==> config.mk <==
export PLATFORM = sky130hd
export DESIGN_NAME = mpeg_audio_frame_sync_flat
export DESIGN_NICKNAME = d
export VERILOG_FILES = /design/src/rtl/mafs_pkg.sv /design/src/rtl/mafs_in_if.sv /design/src/rtl/mafs_out_if.sv /design/src/rtl/mafs_div.sv /design/src/rtl/mpeg_audio_frame_sync.sv /design/src/flat_wrapper.sv
export SDC_FILE = /design/constraint.sdc
export NUM_CORES = 1
export LEC_CHECK = 0
export BUFFER_PORTS_ARGS = -buffer_cell sky130_fd_sc_hd__buf_2
export CORE_UTILIZATION = 44
export CTS_CLUSTER_SIZE = 14
export DETAILED_ROUTE_END_ITERATION = 10
export PLACE_DENSITY = 0.64
export SETUP_SLACK_MARGIN = 0.02
export SYNTH_ARGS = -nofsm -noshare
export SYNTH_HDL_FRONTEND = slang
export SYNTH_HIERARCHICAL = 1
export SYNTH_SLANG_ARGS = --single-unit
==> constraint.sdc <==
create_clock -name clk -period 6.5 [get_ports clk]
set_input_delay 0.325 -clock clk [delete_from_list [all_inputs] [get_ports clk]]
set_output_delay 0.325 -clock clk [all_outputs]
set_load 0.02 [all_outputs]
==> src/rtl/mafs_pkg.sv <==
package mafs_pkg;

    // Header recognition and DAB grading masks
    localparam logic [15:0] SYNC_MASK = 16'he0ff;
    localparam logic [31:0] DAB_MASK  = 32'h0f0ffcff;
    localparam logic [31:0] DAB_MPEG1 = 32'h0004fcff;
    localparam logic [31:0] DAB_MPEG2 = 32'h0004f4ff;

    // Search limit after reset
    localparam logic [15:0] SEARCH_LIMIT_RESET = 16'd1200;

    // Sampling rates that DAB allows
    localparam logic [15:0] FS_DAB_HIGH = 16'd48000;
    localparam logic [15:0] FS_DAB_LOW  = 16'd24000;

    // Frame length scale factors for layers II/III and layer I
    localparam logic [17:0] SCALE_L23 = 18'd144000;
    localparam logic [17:0] SCALE_L1  = 18'd12000;

    // Width of the divider operands
    localparam int DIVIDEND_W = 27;
    localparam int DIVISOR_W  = 16;
    localparam int QUOT_W     = 12;

    // Event codes of a result item
    localparam logic [1:0] EV_FRAME   = 2'd0;
    localparam logic [1:0] EV_NO_SYNC = 2'd1;
    localparam logic [1:0] EV_INVALID = 2'd2;

    // DAB conformance codes
    localparam logic [2:0] DAB_OK        = 3'd0;
    localparam logic [2:0] DAB_FREQUENCY = 3'd1;
    localparam logic [2:0] DAB_PADDING   = 3'd2;
    localparam logic [2:0] DAB_COPYRIGHT = 3'd3;
    localparam logic [2:0] DAB_ORIGINAL  = 3'd4;
    localparam logic [2:0] DAB_EMPHASIS  = 3'd5;
    localparam logic [2:0] DAB_OTHER     = 3'd6;

    // Version field codes
    localparam logic [1:0] VER_MPEG25   = 2'd0;
    localparam logic [1:0] VER_RESERVED = 2'd1;
    localparam logic [1:0] VER_MPEG2    = 2'd2;
    localparam logic [1:0] VER_MPEG1    = 2'd3;

    // Layer field codes
    localparam logic [1:0] LAYER_RESERVED = 2'd0;
    localparam logic [1:0] LAYER_III      = 2'd1;
    localparam logic [1:0] LAYER_II       = 2'd2;
    localparam logic [1:0] LAYER_I        = 2'd3;

    // Parse phases
    localparam logic PHASE_HUNT    = 1'b0;
    localparam logic PHASE_PAYLOAD = 1'b1;

    // Bitrate tables in kbit/s; zero marks free format or reserved
    localparam logic [8:0] BR_LSF_L23 [16] = '{
        9'd0, 9'd8, 9'd16, 9'd24, 9'd32, 9'd40, 9'd48, 9'd56,
        9'd64, 9'd80, 9'd96, 9'd112, 9'd128, 9'd144, 9'd160, 9'd0
    };
    localparam logic [8:0] BR_LSF_L1 [16] = '{
        9'd0, 9'd32, 9'd48, 9'd56, 9'd64, 9'd80, 9'd96, 9'd112,
        9'd128, 9'd144, 9'd160, 9'd176, 9'd192, 9'd224, 9'd256, 9'd0
    };
    localparam logic [8:0] BR_V1_L3 [16] = '{
        9'd0, 9'd32, 9'd40, 9'd48, 9'd56, 9'd64, 9'd80, 9'd96,
        9'd112, 9'd128, 9'd160, 9'd192, 9'd224, 9'd256, 9'd320, 9'd0
    };
    localparam logic [8:0] BR_V1_L2 [16] = '{
        9'd0, 9'd32, 9'd48, 9'd56, 9'd64, 9'd80, 9'd96, 9'd112,
        9'd128, 9'd160, 9'd192, 9'd224, 9'd256, 9'd320, 9'd384, 9'd0
    };
    localparam logic [8:0] BR_V1_L1 [16] = '{
        9'd0, 9'd32, 9'd64, 9'd96, 9'd128, 9'd160, 9'd192, 9'd224,
        9'd256, 9'd288, 9'd320, 9'd352, 9'd384, 9'd416, 9'd448, 9'd0
    };

    // Request to the frame length divider
    typedef struct packed {
        logic                  start;
        logic [DIVIDEND_W-1:0] dividend;
        logic [DIVISOR_W-1:0]  divisor;
    } div_req_t;

    // Answer from the frame length divider
    typedef struct packed {
        logic              busy;
        logic              done;
        logic [QUOT_W-1:0] quotient;
    } div_res_t;

    // Bitrate by version, layer and bitrate index
    function automatic logic [8:0] rate_lookup(input logic [1:0] ver,
                                               input logic [1:0] layer,
                                               input logic [3:0] bidx);
        logic [8:0] r;
        begin
            r = 9'd0;
            unique case (ver) inside
                VER_MPEG25, VER_MPEG2:
                begin
                    if (layer == LAYER_I)
                        r = BR_LSF_L1[bidx];
                    else if (layer != LAYER_RESERVED)
                        r = BR_LSF_L23[bidx];
                end
                VER_MPEG1:
                begin
                    unique case (layer)
                        LAYER_III: r = BR_V1_L3[bidx];
                        LAYER_II:  r = BR_V1_L2[bidx];
                        LAYER_I:   r = BR_V1_L1[bidx];
                        default:   r = 9'd0;
                    endcase
                end
                default: r = 9'd0;
            endcase
            return r;
        end
    endfunction

    // Sampling rate by version and sampling index
    function automatic logic [15:0] fs_lookup(input logic [1:0] ver,
                                              input logic [1:0] sidx);
        logic [15:0] f;
        begin
            f = 16'd0;
            unique case ({ver, sidx})
                4'b00_00: f = 16'd11025;
                4'b00_01: f = 16'd12000;
                4'b00_10: f = 16'd8000;
                4'b10_00: f = 16'd22050;
                4'b10_01: f = 16'd24000;
                4'b10_10: f = 16'd16000;
                4'b11_00: f = 16'd44100;
                4'b11_01: f = 16'd48000;
                4'b11_10: f = 16'd32000;
                default:  f = 16'd0;
            endcase
            return f;
        end
    endfunction

    // DAB conformance grade of a header window
    function automatic logic [2:0] dab_grade(input logic [31:0] w,
                                             input logic [15:0] fs);
        logic [2:0] g;
        begin
            if ((w & DAB_MASK) == DAB_MPEG1 || (w & DAB_MASK) == DAB_MPEG2)
                g = DAB_OK;
            else if (fs != FS_DAB_HIGH && fs != FS_DAB_LOW)
                g = DAB_FREQUENCY;
            else if (w[17])
                g = DAB_PADDING;
            else if (w[27])
                g = DAB_COPYRIGHT;
            else if (w[26])
                g = DAB_ORIGINAL;
            else if (w[25:24] != 2'd0)
                g = DAB_EMPHASIS;
            else
                g = DAB_OTHER;
            return g;
        end
    endfunction

endpackage

==> src/rtl/mafs_in_if.sv <==
// Byte stream channel into the frame synchroniser.
interface mafs_in_if;
    logic       valid;
    logic       ready;
    logic [7:0] stream_byte;

    modport source (output valid, output stream_byte, input ready);
    modport sink (input valid, input stream_byte, output ready);
endinterface

==> src/rtl/mafs_out_if.sv <==
// Result channel out of the frame synchroniser.
interface mafs_out_if;
    logic        valid;
    logic        ready;
    logic [7:0]  data_byte;
    logic [1:0]  event_kind;
    logic        frame_start;
    logic        frame_last;
    logic        run_last;
    logic [11:0] frame_length;
    logic [8:0]  bitrate_kbps;
    logic [15:0] sample_rate_hz;
    logic [2:0]  dab_status;

    modport source (output valid, output data_byte, output event_kind,
                    output frame_start, output frame_last, output run_last,
                    output frame_length, output bitrate_kbps,
                    output sample_rate_hz, output dab_status, input ready);
    modport sink (input valid, input data_byte, input event_kind,
                  input frame_start, input frame_last, input run_last,
                  input frame_length, input bitrate_kbps,
                  input sample_rate_hz, input dab_status, output ready);
endinterface

==> src/rtl/mafs_div.sv <==
// Restoring divider, one quotient bit a cycle. The caller guarantees that
// the quotient fits in QUOT_W bits, so the upper dividend bits start out as
// a partial remainder below the divisor.
module mafs_div
(
    input  logic               clk,
    input  logic               rst_n,
    input  mafs_pkg::div_req_t req,
    output mafs_pkg::div_res_t res
);
    import mafs_pkg::*;

    localparam int CNT_W = $clog2(QUOT_W);
    localparam logic [CNT_W-1:0] LAST_STEP = CNT_W'(QUOT_W - 1);

    logic                 busy_reg;
    logic                 done_reg;
    logic [CNT_W-1:0]     cnt_reg;
    logic [DIVISOR_W-1:0] rem_reg;
    logic [DIVISOR_W-1:0] rem_next;
    logic [QUOT_W-1:0]    dq_reg;
    logic [QUOT_W-1:0]    dq_next;
    logic [DIVISOR_W-1:0] divisor_reg;
    logic [DIVISOR_W:0]   trial;
    logic                 fits;

    // One compare and subtract step
    always_comb
    begin
        trial    = {rem_reg, dq_reg[QUOT_W-1]};
        fits     = trial >= {1'b0, divisor_reg};
        rem_next = fits ? DIVISOR_W'(trial - {1'b0, divisor_reg})
                        : trial[DIVISOR_W-1:0];
        dq_next  = {dq_reg[QUOT_W-2:0], fits};
    end

    // Step counter and completion flag
    always_ff @(posedge clk or negedge rst_n)
    begin
        if (!rst_n)
        begin
            busy_reg <= 1'b0;
            done_reg <= 1'b0;
            cnt_reg  <= '0;
        end
        else
        begin
            done_reg <= 1'b0;
            if (req.start)
            begin
                busy_reg <= 1'b1;
                cnt_reg  <= '0;
            end
            else if (busy_reg)
            begin
                cnt_reg <= cnt_reg + CNT_W'(1);
                if (cnt_reg == LAST_STEP)
                begin
                    busy_reg <= 1'b0;
                    done_reg <= 1'b1;
                end
            end
        end
    end

    // Remainder and quotient shift register
    always_ff @(posedge clk)
    begin
        if (req.start)
        begin
            rem_reg     <= DIVISOR_W'(req.dividend[DIVIDEND_W-1:QUOT_W]);
            dq_reg      <= req.dividend[QUOT_W-1:0];
            divisor_reg <= req.divisor;
        end
        else if (busy_reg)
        begin
            rem_reg <= rem_next;
            dq_reg  <= dq_next;
        end
    end

    assign res.busy     = busy_reg;
    assign res.done     = done_reg;
    assign res.quotient = dq_reg;

endmodule

==> src/rtl/mpeg_audio_frame_sync.sv <==
// A payload byte or a byte that ends a hunt waits in the pending register until the
// output register takes it; a byte that gives no result leaves the input ready.
// A valid header passes the multiply, start, divider and length steps, then its
// four header items leave one a cycle while the output is taken.
// Asynchronous active-low reset clears the hunt state and sets the limit to 1200.
module mpeg_audio_frame_sync
(
    input  logic        clk,
    input  logic        rst_n,
    mafs_in_if.sink     stream,
    mafs_out_if.source  result,
    input  logic        cfg_wen,
    input  logic [15:0] cfg_wdata
);
    import mafs_pkg::*;

    localparam logic [2:0] ST_IDLE  = 3'd0;
    localparam logic [2:0] ST_ONE   = 3'd1;
    localparam logic [2:0] ST_MUL   = 3'd2;
    localparam logic [2:0] ST_START = 3'd3;
    localparam logic [2:0] ST_DIV   = 3'd4;
    localparam logic [2:0] ST_HDR   = 3'd5;

    // Control state
    logic [2:0]  state_reg, state_next;
    logic [31:0] window_reg, window_next;
    logic [2:0]  fill_reg, fill_next;
    logic        phase_reg, phase_next;
    logic [15:0] count_reg, count_next;
    logic [11:0] left_reg, left_next;
    logic [15:0] limit_reg;
    logic [1:0]  idx_reg, idx_next;
    logic        out_valid_reg, out_valid_next;

    // Payload registers
    logic [7:0]  pend_byte_reg, pend_byte_next;
    logic [1:0]  pend_kind_reg, pend_kind_next;
    logic        pend_last_reg, pend_last_next;
    logic [31:0] hdr_reg, hdr_next;
    logic [8:0]  br_reg, br_next;
    logic [15:0] fs_reg, fs_next;
    logic [2:0]  dab_reg, dab_next;
    logic [11:0] len_reg, len_next;
    logic [DIVIDEND_W-1:0] dividend_reg, dividend_next;

    // Output register
    logic [7:0]  o_byte_reg, o_byte_next;
    logic [1:0]  o_kind_reg, o_kind_next;
    logic        o_start_reg, o_start_next;
    logic        o_last_reg, o_last_next;
    logic        o_run_reg, o_run_next;
    logic [11:0] o_len_reg, o_len_next;
    logic [8:0]  o_br_reg, o_br_next;
    logic [15:0] o_fs_reg, o_fs_next;
    logic [2:0]  o_dab_reg, o_dab_next;

    // Working signals
    logic        accept;
    logic        slot_free;
    logic        out_load;
    logic [31:0] win_shift;
    logic        sync_hit;
    logic [8:0]  lk_br;
    logic [15:0] lk_fs;
    logic        test;
    logic [11:0] left_dec;
    logic        layer1;
    logic [17:0] scale;
    logic [12:0] qp;
    logic [11:0] len_calc;
    logic [7:0]  hdr_byte;

    div_req_t div_req;
    div_res_t div_res;

    mafs_div u_div
    (
        .clk   (clk),
        .rst_n (rst_n),
        .req   (div_req),
        .res   (div_res)
    );

    assign accept    = stream.valid && stream.ready;
    assign slot_free = !out_valid_reg || result.ready;
    assign stream.ready = (state_reg == ST_IDLE);

    // Window shift and header table lookup
    assign win_shift = {stream.stream_byte, window_reg[31:8]};
    assign sync_hit  = (win_shift[15:0] & SYNC_MASK) == SYNC_MASK;
    assign lk_br     = rate_lookup(win_shift[12:11], win_shift[10:9], win_shift[23:20]);
    assign lk_fs     = fs_lookup(win_shift[12:11], win_shift[19:18]);

    // Stored header fields
    assign layer1   = hdr_reg[10:9] == LAYER_I;
    assign scale    = layer1 ? SCALE_L1 : SCALE_L23;
    assign qp       = {1'b0, div_res.quotient} + 13'(hdr_reg[17]);
    assign len_calc = layer1 ? {qp[9:0], 2'b00} : qp[11:0];
    assign hdr_byte = 8'(hdr_reg >> {idx_reg, 3'b000});

    assign div_req.start    = (state_reg == ST_START);
    assign div_req.dividend = dividend_reg;
    assign div_req.divisor  = fs_reg;

    // Sequencer
    always_comb
    begin
        state_next     = state_reg;
        window_next    = window_reg;
        fill_next      = fill_reg;
        phase_next     = phase_reg;
        count_next     = count_reg;
        left_next      = left_reg;
        idx_next       = idx_reg;
        pend_byte_next = pend_byte_reg;
        pend_kind_next = pend_kind_reg;
        pend_last_next = pend_last_reg;
        hdr_next       = hdr_reg;
        br_next        = br_reg;
        fs_next        = fs_reg;
        dab_next       = dab_reg;
        len_next       = len_reg;
        dividend_next  = dividend_reg;
        out_load       = 1'b0;
        o_byte_next    = o_byte_reg;
        o_kind_next    = o_kind_reg;
        o_start_next   = o_start_reg;
        o_last_next    = o_last_reg;
        o_run_next     = o_run_reg;
        o_len_next     = o_len_reg;
        o_br_next      = o_br_reg;
        o_fs_next      = o_fs_reg;
        o_dab_next     = o_dab_reg;
        test           = 1'b0;
        left_dec       = (left_reg != 12'd0) ? left_reg - 12'd1 : left_reg;

        unique case (state_reg)
            ST_IDLE:
            begin
                if (accept)
                begin
                    if (phase_reg == PHASE_PAYLOAD)
                    begin
                        // Payload byte passes straight through
                        left_next      = left_dec;
                        pend_byte_next = stream.stream_byte;
                        pend_kind_next = EV_FRAME;
                        pend_last_next = (left_dec == 12'd0);
                        state_next     = ST_ONE;
                        if (left_dec == 12'd0)
                        begin
                            phase_next  = PHASE_HUNT;
                            window_next = '0;
                            fill_next   = '0;
                            count_next  = '0;
                        end
                    end
                    else
                    begin
                        window_next = win_shift;
                        if (fill_reg < 3'd4)
                        begin
                            fill_next = fill_reg + 3'd1;
                            test      = (fill_reg == 3'd3);
                        end
                        else if (count_reg >= limit_reg)
                        begin
                            // Hunt ran out of shifts
                            window_next    = '0;
                            fill_next      = '0;
                            count_next     = '0;
                            pend_byte_next = 8'd0;
                            pend_kind_next = EV_NO_SYNC;
                            pend_last_next = 1'b0;
                            state_next     = ST_ONE;
                        end
                        else
                        begin
                            count_next = count_reg + 16'd1;
                            test       = 1'b1;
                        end

                        if (test && sync_hit)
                        begin
                            window_next = '0;
                            fill_next   = '0;
                            count_next  = '0;
                            if (lk_br == 9'd0 || lk_fs == 16'd0)
                            begin
                                // Reserved or free-format header
                                pend_byte_next = 8'd0;
                                pend_kind_next = EV_INVALID;
                                pend_last_next = 1'b0;
                                state_next     = ST_ONE;
                            end
                            else
                            begin
                                hdr_next   = win_shift;
                                br_next    = lk_br;
                                fs_next    = lk_fs;
                                phase_next = PHASE_PAYLOAD;
                                state_next = ST_MUL;
                            end
                        end
                    end
                end
            end
            ST_ONE:
            begin
                if (slot_free)
                begin
                    out_load     = 1'b1;
                    o_byte_next  = pend_byte_reg;
                    o_kind_next  = pend_kind_reg;
                    o_start_next = 1'b0;
                    o_last_next  = pend_last_reg;
                    o_run_next   = 1'b1;
                    o_len_next   = '0;
                    o_br_next    = '0;
                    o_fs_next    = '0;
                    o_dab_next   = '0;
                    state_next   = ST_IDLE;
                end
            end
            ST_MUL:
            begin
                // Scaled bitrate for the length division, and the DAB grade
                dividend_next = DIVIDEND_W'(27'(scale) * 27'(br_reg));
                dab_next      = dab_grade(hdr_reg, fs_reg);
                state_next    = ST_START;
            end
            ST_START:
            begin
                state_next = ST_DIV;
            end
            ST_DIV:
            begin
                if (div_res.done)
                begin
                    len_next   = len_calc;
                    left_next  = len_calc - 12'd4;
                    idx_next   = 2'd0;
                    state_next = ST_HDR;
                end
            end
            ST_HDR:
            begin
                if (slot_free)
                begin
                    out_load     = 1'b1;
                    o_byte_next  = hdr_byte;
                    o_kind_next  = EV_FRAME;
                    o_start_next = (idx_reg == 2'd0);
                    o_last_next  = 1'b0;
                    o_run_next   = (idx_reg == 2'd3);
                    o_len_next   = (idx_reg == 2'd0) ? len_reg : 12'd0;
                    o_br_next    = (idx_reg == 2'd0) ? br_reg : 9'd0;
                    o_fs_next    = (idx_reg == 2'd0) ? fs_reg : 16'd0;
                    o_dab_next   = (idx_reg == 2'd0) ? dab_reg : 3'd0;
                    idx_next     = idx_reg + 2'd1;
                    if (idx_reg == 2'd3)
                        state_next = ST_IDLE;
                end
            end
            default:
            begin
                state_next = ST_IDLE;
            end
        endcase
    end

    // Output valid follows loads and takes
    always_comb
    begin
        if (out_load)
            out_valid_next = 1'b1;
        else if (result.ready)
            out_valid_next = 1'b0;
        else
            out_valid_next = out_valid_reg;
    end

    // Control registers
    always_ff @(posedge clk or negedge rst_n)
    begin
        if (!rst_n)
        begin
            state_reg     <= ST_IDLE;
            window_reg    <= '0;
            fill_reg      <= '0;
            phase_reg     <= PHASE_HUNT;
            count_reg     <= '0;
            left_reg      <= '0;
            limit_reg     <= SEARCH_LIMIT_RESET;
            idx_reg       <= '0;
            out_valid_reg <= 1'b0;
        end
        else
        begin
            state_reg     <= state_next;
            window_reg    <= window_next;
            fill_reg      <= fill_next;
            phase_reg     <= phase_next;
            count_reg     <= count_next;
            left_reg      <= left_next;
            idx_reg       <= idx_next;
            out_valid_reg <= out_valid_next;
            if (cfg_wen)
                limit_reg <= cfg_wdata;
        end
    end

    // Payload registers
    always_ff @(posedge clk)
    begin
        pend_byte_reg <= pend_byte_next;
        pend_kind_reg <= pend_kind_next;
        pend_last_reg <= pend_last_next;
        hdr_reg       <= hdr_next;
        br_reg        <= br_next;
        fs_reg        <= fs_next;
        dab_reg       <= dab_next;
        len_reg       <= len_next;
        dividend_reg  <= dividend_next;
        o_byte_reg    <= o_byte_next;
        o_kind_reg    <= o_kind_next;
        o_start_reg   <= o_start_next;
        o_last_reg    <= o_last_next;
        o_run_reg     <= o_run_next;
        o_len_reg     <= o_len_next;
        o_br_reg      <= o_br_next;
        o_fs_reg      <= o_fs_next;
        o_dab_reg     <= o_dab_next;
    end

    assign result.valid          = out_valid_reg;
    assign result.data_byte      = o_byte_reg;
    assign result.event_kind     = o_kind_reg;
    assign result.frame_start    = o_start_reg;
    assign result.frame_last     = o_last_reg;
    assign result.run_last       = o_run_reg;
    assign result.frame_length   = o_len_reg;
    assign result.bitrate_kbps   = o_br_reg;
    assign result.sample_rate_hz = o_fs_reg;
    assign result.dab_status     = o_dab_reg;

endmodule
==> src/flat_wrapper.sv <==
// flat-port wrapper written by rule: the top's interface ports become plain ports
module mpeg_audio_frame_sync_flat import mafs_pkg::*;
  (clk, rst_n, cfg_wen, cfg_wdata, stream_valid, stream_stream_byte, stream_ready, result_valid, result_data_byte, result_event_kind, result_frame_start, result_frame_last, result_run_last, result_frame_length, result_bitrate_kbps, result_sample_rate_hz, result_dab_status, result_ready);
  mafs_in_if stream_i ();
  mafs_out_if result_i ();
  input  logic clk;
  input  logic rst_n;
  input  logic cfg_wen;
  input  logic [15:0] cfg_wdata;
  input wire logic [$bits(stream_i.valid)-1:0] stream_valid;
  input wire logic [$bits(stream_i.stream_byte)-1:0] stream_stream_byte;
  output wire logic [$bits(stream_i.ready)-1:0] stream_ready;
  output wire logic [$bits(result_i.valid)-1:0] result_valid;
  output wire logic [$bits(result_i.data_byte)-1:0] result_data_byte;
  output wire logic [$bits(result_i.event_kind)-1:0] result_event_kind;
  output wire logic [$bits(result_i.frame_start)-1:0] result_frame_start;
  output wire logic [$bits(result_i.frame_last)-1:0] result_frame_last;
  output wire logic [$bits(result_i.run_last)-1:0] result_run_last;
  output wire logic [$bits(result_i.frame_length)-1:0] result_frame_length;
  output wire logic [$bits(result_i.bitrate_kbps)-1:0] result_bitrate_kbps;
  output wire logic [$bits(result_i.sample_rate_hz)-1:0] result_sample_rate_hz;
  output wire logic [$bits(result_i.dab_status)-1:0] result_dab_status;
  input wire logic [$bits(result_i.ready)-1:0] result_ready;
  assign stream_i.valid = stream_valid;
  assign stream_i.stream_byte = stream_stream_byte;
  assign stream_ready = stream_i.ready;
  assign result_valid = result_i.valid;
  assign result_data_byte = result_i.data_byte;
  assign result_event_kind = result_i.event_kind;
  assign result_frame_start = result_i.frame_start;
  assign result_frame_last = result_i.frame_last;
  assign result_run_last = result_i.run_last;
  assign result_frame_length = result_i.frame_length;
  assign result_bitrate_kbps = result_i.bitrate_kbps;
  assign result_sample_rate_hz = result_i.sample_rate_hz;
  assign result_dab_status = result_i.dab_status;
  assign result_i.ready = result_ready;
  mpeg_audio_frame_sync u_core (.clk(clk), .rst_n(rst_n), .stream(stream_i), .result(result_i), .cfg_wen(cfg_wen), .cfg_wdata(cfg_wdata));
endmodule
==> flow_summary_export.csv, run 1 <==
group,metric,value,unit
synthesis,synth.avg_cell_area,10.78,µm²
finish,num_antenna_cells,0,
floorplan,io_pins,84,
timing,hold_viol,0,
timing,finalMaxSlewViolations,0,
finish,fillers,3164,
critical_path,cpMaxStageDelayCell,"and2_1",
timing,finalCritPeriodShare,86.16,%
critical_path,cp.required,6.79,ns
finish,post-route-util,50.46,%
clock_network,cts_buffers,30,
finish,synthToLayoutAreaGrowth,12.89,%
finish,drive_gt1_share,13.66,%
clock_network,cts.sink_count,273,
detailed_routing,drc,0,
timing,holdWs,0.1753,ns
timing,relSlewSlack,32.96,%
detailed_routing,drt-wirelength-per-cell,17.76,µm
critical_path,crit_chain,"and2_1 -> nand2_1 -> xnor2_1 -> and2_1 -> ha_1 -> inv_1 -> fa_1 -> inv_1 -> fa_1 -> ha_1 -> ha_1 -> a211oi_1 -> o21bai_1 -> a31oi_1 -> o21ai_0 -> o41ai_1 -> o211ai_1",
detailed_routing,drtIter0Drc,845,
critical_path,crit_fanout,20,
synthesis,postSynthCellCount,1472,
floorplan,chipHeight,191.9,µm
critical_path,cp.arrival,5.89,ns
detailed_routing,vias,11410,
placement,gp_congestion,0.8835,
grt,grt_start_max_net_pins,65,
finish,largest_reg_flops,32,
power,clockPowerShare,32.8,%
critical_path,cp-end-kind,"flip-flop",
power,switching_share,32.02,%
grt,antenna_found_initial,0,
power,cellPowerDensity,295.9,mW/mm²
timing,min_period,5.600,ns
floorplan,die_x,191.9,µm
timing,clock.fmax,178.6,MHz
power,cellLeakagePower,7.273,nW
detailed_routing,vias_per_cell,5.587,
detailed_routing,ant_nets,0,
clock_network,holdBufCountCts,26,
clock_network,cts.path.max_buffers,3,
clock_network,postCtsSetupBuffers,0,
finish,final_cell_mix,"188 x edfxtp_1, 154 x nand2_1, 101 x ha_1, 96 x o21ai_0, 95 x inv_1",
floorplan,start_util,44.70,%
critical_path,crit_type,"flip-flop to flip-flop",
critical_path,critical_path.max_stage_delay,0.65,ns
floorplan,core_area,0.03548,mm²
synthesis,synth_area,0.01586,mm²
timing,fin_skew,0.03079,ns
grt,gr-total-overflow,0,
grt,grt.total_usage,20.24,%
power,pwr-share-comb,22.2,%
hold_path,hold_path.class,"input pin to async pin",
finish,final_common_cell,"edfxtp_1",
placement,place_ws,0.9622,ns
placement,dp_hpwl,25.61,mm
power,internal_power,0.003603,W
finish,nets,1708,
clock_network,clockRootBuffer,"clkbuf_16",
clock_network,h-tree-depth,1,
power,ir_drop,0.2266,mV
clock_network,clkTransAtPathRegs,0.06,ns
power,power.switching,0.001697,W
outcome,status,"completed",
floorplan,num_rows,69,
clock_network,cts_resized,0,
floorplan,die_area,0.03681,mm²
grt,grt_pass1_vias,11130,
timing,setup_tns,0,ns
clock_network,cts_tree,"built",
run,cap_violations,0,
timing,worstMarginPinSlew,1.002,ns
critical_path,cp_common_cell,"ha_1",
timing,worst_slack,0.8997,ns
clock_network,clock_latency,0.59,ns
critical_path,critPathLaunchType,"flip-flop",
power,seqPwrFrac,45.0,%
timing,finalSetupViolCount,0,
detailed_routing,finalWirelength,36.26,mm
timing,rsz0062_at_grt,"false",
placement,port_buffers,79,
detailed_routing,first_pass_iters,5,
synthesis,ys_warn_count,6,
grt,grt_first_pass_wirelength,59.43,mm
metal layers:
metal	wire length (µm)	vias up	global-route usage [%]
met2	17320	246	33.31
met5	0	-	0
li1	-	5541	-
met3	1418	48	2.229
met4	830	0	5.861
met1	16700	5573	28.12
final cells by class:
class / instances / area, µm² / share of cell area [%]
clock inverters: 19 / 235.2 / 1.314
multi-input cells: 1042 / 7451 / 41.61
well taps: 461 / 576.8 / 3.221
clock buffers: 36 / 773.2 / 4.318
flip-flops and latches: 273 / 7772 / 43.41
inverters: 95 / 356.6 / 1.991
repair buffers: 116 / 740.7 / 4.137
stage by stage:
step / total power, W / area (µm²) / instances
after global routing: 0.005573 / 17910 / 2042
after global placement: 0.003544 / 16640 / 1961
after floorplan: 0.003245 / 15910 / 1484
after CTS: 0.005325 / 17910 / 2042
final: 0.005299 / 17910 / 2042
after detailed placement: 0.003569 / 16640 / 1961
power groups by stage:
stage | Combinational, W | Clock, W | Sequential [W]
finish | 0.00118 | 0.00174 | 0.00239
global route | 0.00132 | 0.00184 | 0.00242
CTS | 0.00117 | 0.00177 | 0.00238
detailed placement | 0.00115 | 0 | 0.00242
global placement | 0.00113 | 0 | 0.00241
floorplan | 0.000934 | 0 | 0.00231
final timing paths:
path,cells after the start,endpoint,from,slack [ns]
min in group clk,3,u_core/limit_reg[4],cfg_wen,0.18
max in group asynchronous,3,u_core/window_reg[29],rst_n,5.14
hold reg to reg,0,u_core/hdr_reg[16],u_core/window_reg[24],0.48
setup reg to reg,17,u_core/dividend_reg[25],u_core/hdr_reg[10],0.90
hold / removal,2,u_core/left_reg[8],rst_n,0.18
setup / recovery,17,u_core/dividend_reg[25],u_core/hdr_reg[10],0.90
worst max-delay path, delay by kind of cell (launching register included):
kind / cells / cell delay, ns
buffers and inverters: 2 / 0.11
flip-flops: 1 / 0.48
AND/OR/NAND/NOR: 3 / 1.00
XOR/XNOR: 1 / 0.18
adder cells (fa/ha/maj): 5 / 1.94
AO/OA/AOI/OAI: 6 / 1.62
Note: power is estimated with default switching activity, not from simulation.
==> inputs of run 2 (changes only) <==
- CORE_UTILIZATION: 44 -> 62
- PLACE_DENSITY: 0.64 -> 0.84
==> run 2 against run 1 <==
Net effect:
- the run now ends with negative hold slack left
- fmax down 1.3%
- final cell count decreased by 6.9%
- worst setup slack got worse by 0.073 ns
- critical path type unchanged
- highest routed layer unchanged
- hold slack got worse by 0.18 ns
- routed wire length increased by 1.4%
- flip-flop and latch count stayed put
- via count up 4.3%
- global-route usage grew 8.1 points
- core utilization increased by 20 points
- critical path depth is 1 lower
- sequential power hardly changed
- final area fell by 1.1%
==> flow_summary_export.csv, run 2 (synthesis results as in run 1) <==
group,metric,value,unit
outcome,status,"finished, violations left",
outcome,violations,"negative hold slack",
placement,dp_hpwl,25.32,mm
grt,antenna_found_initial,0,
run,cap_violations,0,
finish,drive_gt1_share,13.42,%
timing,finalCritPeriodShare,87.29,%
power,clockPowerShare,32.9,%
clock_network,clkTransAtPathRegs,0.07,ns
power,seqPwrFrac,45.2,%
detailed_routing,first_pass_iters,5,
grt,grt_start_max_net_pins,51,
timing,worstMarginPinSlew,1.070,ns
critical_path,crit_path_end,"u_core/dividend_reg[25]",
grt,grt.total_usage,28.37,%
critical_path,reg2reg_from,"u_core/hdr_reg[10]",
grt,grt_pass1_vias,11570,
critical_path,cp-end-kind,"flip-flop",
power,cellPowerDensity,300.3,mW/mm²
grt,grt_first_pass_wirelength,59.32,mm
hold_path,worstHoldStart,"cfg_wdata[5]",
critical_path,cp.required,6.75,ns
clock_network,postCtsSetupBuffers,0,
clock_network,cts.sink_count,273,
floorplan,core_area,0.02511,mm²
floorplan,die_x,161.9,µm
power,pwr-share-comb,21.9,%
placement,port_buffers,79,
power,cellLeakagePower,7.257,nW
timing,finalMaxSlewViolations,0,
critical_path,worstReg2RegEnd,"u_core/dividend_reg[25]",
clock_network,h-tree-depth,1,
finish,largest_reg_flops,32,
clock_network,cts_tree,"built",
floorplan,start_util,63.17,%
finish,final_common_cell,"edfxtp_1",
timing,clock.fmax,176.3,MHz
detailed_routing,vias,11900,
power,internal_power,0.003644,W
timing,relSlewSlack,28.48,%
critical_path,reg2regPathDepth,16,
power,ir_drop,0.2471,mV
critical_path,cp.arrival,5.92,ns
detailed_routing,finalWirelength,36.78,mm
placement,dp_cells,1827,
timing,rsz0062_at_grt,"false",
detailed_routing,drtIter0Drc,1360,
clock_network,clock_latency,0.56,ns
timing,finalSetupViolCount,0,
finish,num_antenna_cells,0,
detailed_routing,drt-wirelength-per-cell,19.34,µm
timing,setup_tns,0,ns
finish,final_cell_mix,"188 x edfxtp_1, 154 x nand2_1, 101 x ha_1, 96 x o21ai_0, 95 x inv_1",
clock_network,clockRootBuffer,"clkbuf_16",
timing,fin_skew,0.02688,ns
critical_path,critPathLaunchType,"flip-flop",
floorplan,chipHeight,161.9,µm
timing,hold_viol,1,
clock_network,cts.path.max_buffers,3,
finish,synthToLayoutAreaGrowth,11.64,%
detailed_routing,drc,0,
critical_path,crit_fanout,24,
detailed_routing,vias_per_cell,6.254,
hold_path,hold_path.class,"input pin to flip-flop",
floorplan,die_area,0.02623,mm²
finish,nets,1700,
power,switching_share,31.47,%
power,power.switching,0.001674,W
clock_network,cts_buffers,28,
critical_path,crit_start,"u_core/hdr_reg[10]",
timing,min_period,5.674,ns
placement,gp_congestion,0.8930,
finish,layout.cells.non_filler,1902,
floorplan,io_pins,84,
detailed_routing,ant_nets,0,
grt,gr-total-overflow,0,
floorplan,num_rows,58,
timing,holdWs,-0.002140,ns
critical_path,crit_type,"flip-flop to flip-flop",
critical_path,rrSetupSlack,0.83,ns
==> run 2: per-stage QoR <==
step           setup slack [ns]  utilization (%)  hold slack [ns]  power (W)  area [µm²]
5_1_grt                  0.4293            70.53         0.007655   0.005542       17710
2_1_floorplan             1.492                -          0.02941   0.003245       15910
6_report                 0.8263            70.53        -0.002140   0.005318       17710
3_3_place_gp              1.249            65.52           0.3329   0.003513       16450
3_5_place_dp              1.035            65.52           0.3336   0.003560       16450
4_1_cts                  0.9535            70.53         0.003629   0.005320       17710
==> run 2: power groups by stage <==
| stage | Clock [W] | Combinational [W] | Sequential [W] |
|---|---|---|---|
| 2_1_floorplan | 0 | 0.000934 | 0.00231 |
| 6_report | 0.00175 | 0.00117 | 0.00240 |
| 3_5_place_dp | 0 | 0.00113 | 0.00243 |
| 4_1_cts | 0.00177 | 0.00115 | 0.00240 |
| 3_3_place_gp | 0 | 0.00110 | 0.00242 |
| 5_1_grt | 0.00183 | 0.00128 | 0.00244 |
==> run 2: worst min path at each step <==
stage                       endpoint  depth (start not counted)
2_1_floorplan    u_core/count_reg[0]                          0
3_3_place_gp      u_core/left_reg[5]                          1
3_5_place_dp   u_core/u_div/done_reg                          1
4_1_cts           u_core/hdr_reg[25]                          1
5_1_grt           u_core/hdr_reg[27]                          1
6_report         u_core/limit_reg[5]                          3
==> run 2: cell type report <==
| cell class | count | area (µm²) |
|---|---|---|
| fillers | 1767 | 7401 |
| multi-input cells | 1042 | 7451 |
| flip-flops and latches | 273 | 7772 |
| repair buffers | 110 | 688.2 |
| clock buffers | 37 | 829.5 |
| clock inverters | 15 | 197.7 |
| well taps | 330 | 412.9 |
| inverters | 95 | 356.6 |
==> run 2: routing by layer <==
layer	vias up	part of all wire (%)	global-route usage (%)
li1	5531	-	-
met1	5817	42	38.36
met2	480	49	47.60
met3	67	6.4	3.882
met4	0	2.5	8.919
met5	-	0	0
==> run 2: what timing repair did <==
item                      CTS  global route
hold buffers               23             0
gates resized for setup     0             0
hold endpoints to repair   57             0
==> run 2: critical path, stage by stage, from the launching register on <==
cell and delay [ns]:
edfxtp_1 0.51, nand2_1 0.58, nand2_1 0.33, and2_1 0.28, ha_1 0.29, inv_1 0.06, fa_1 0.54, inv_1 0.06
fa_1 0.47, ha_1 0.32, ha_1 0.33, a211oi_1 0.27, o21bai_1 0.13, a31oi_1 0.24, o21ai_0 0.20, o41ai_1 0.58
o211ai_1 0.20
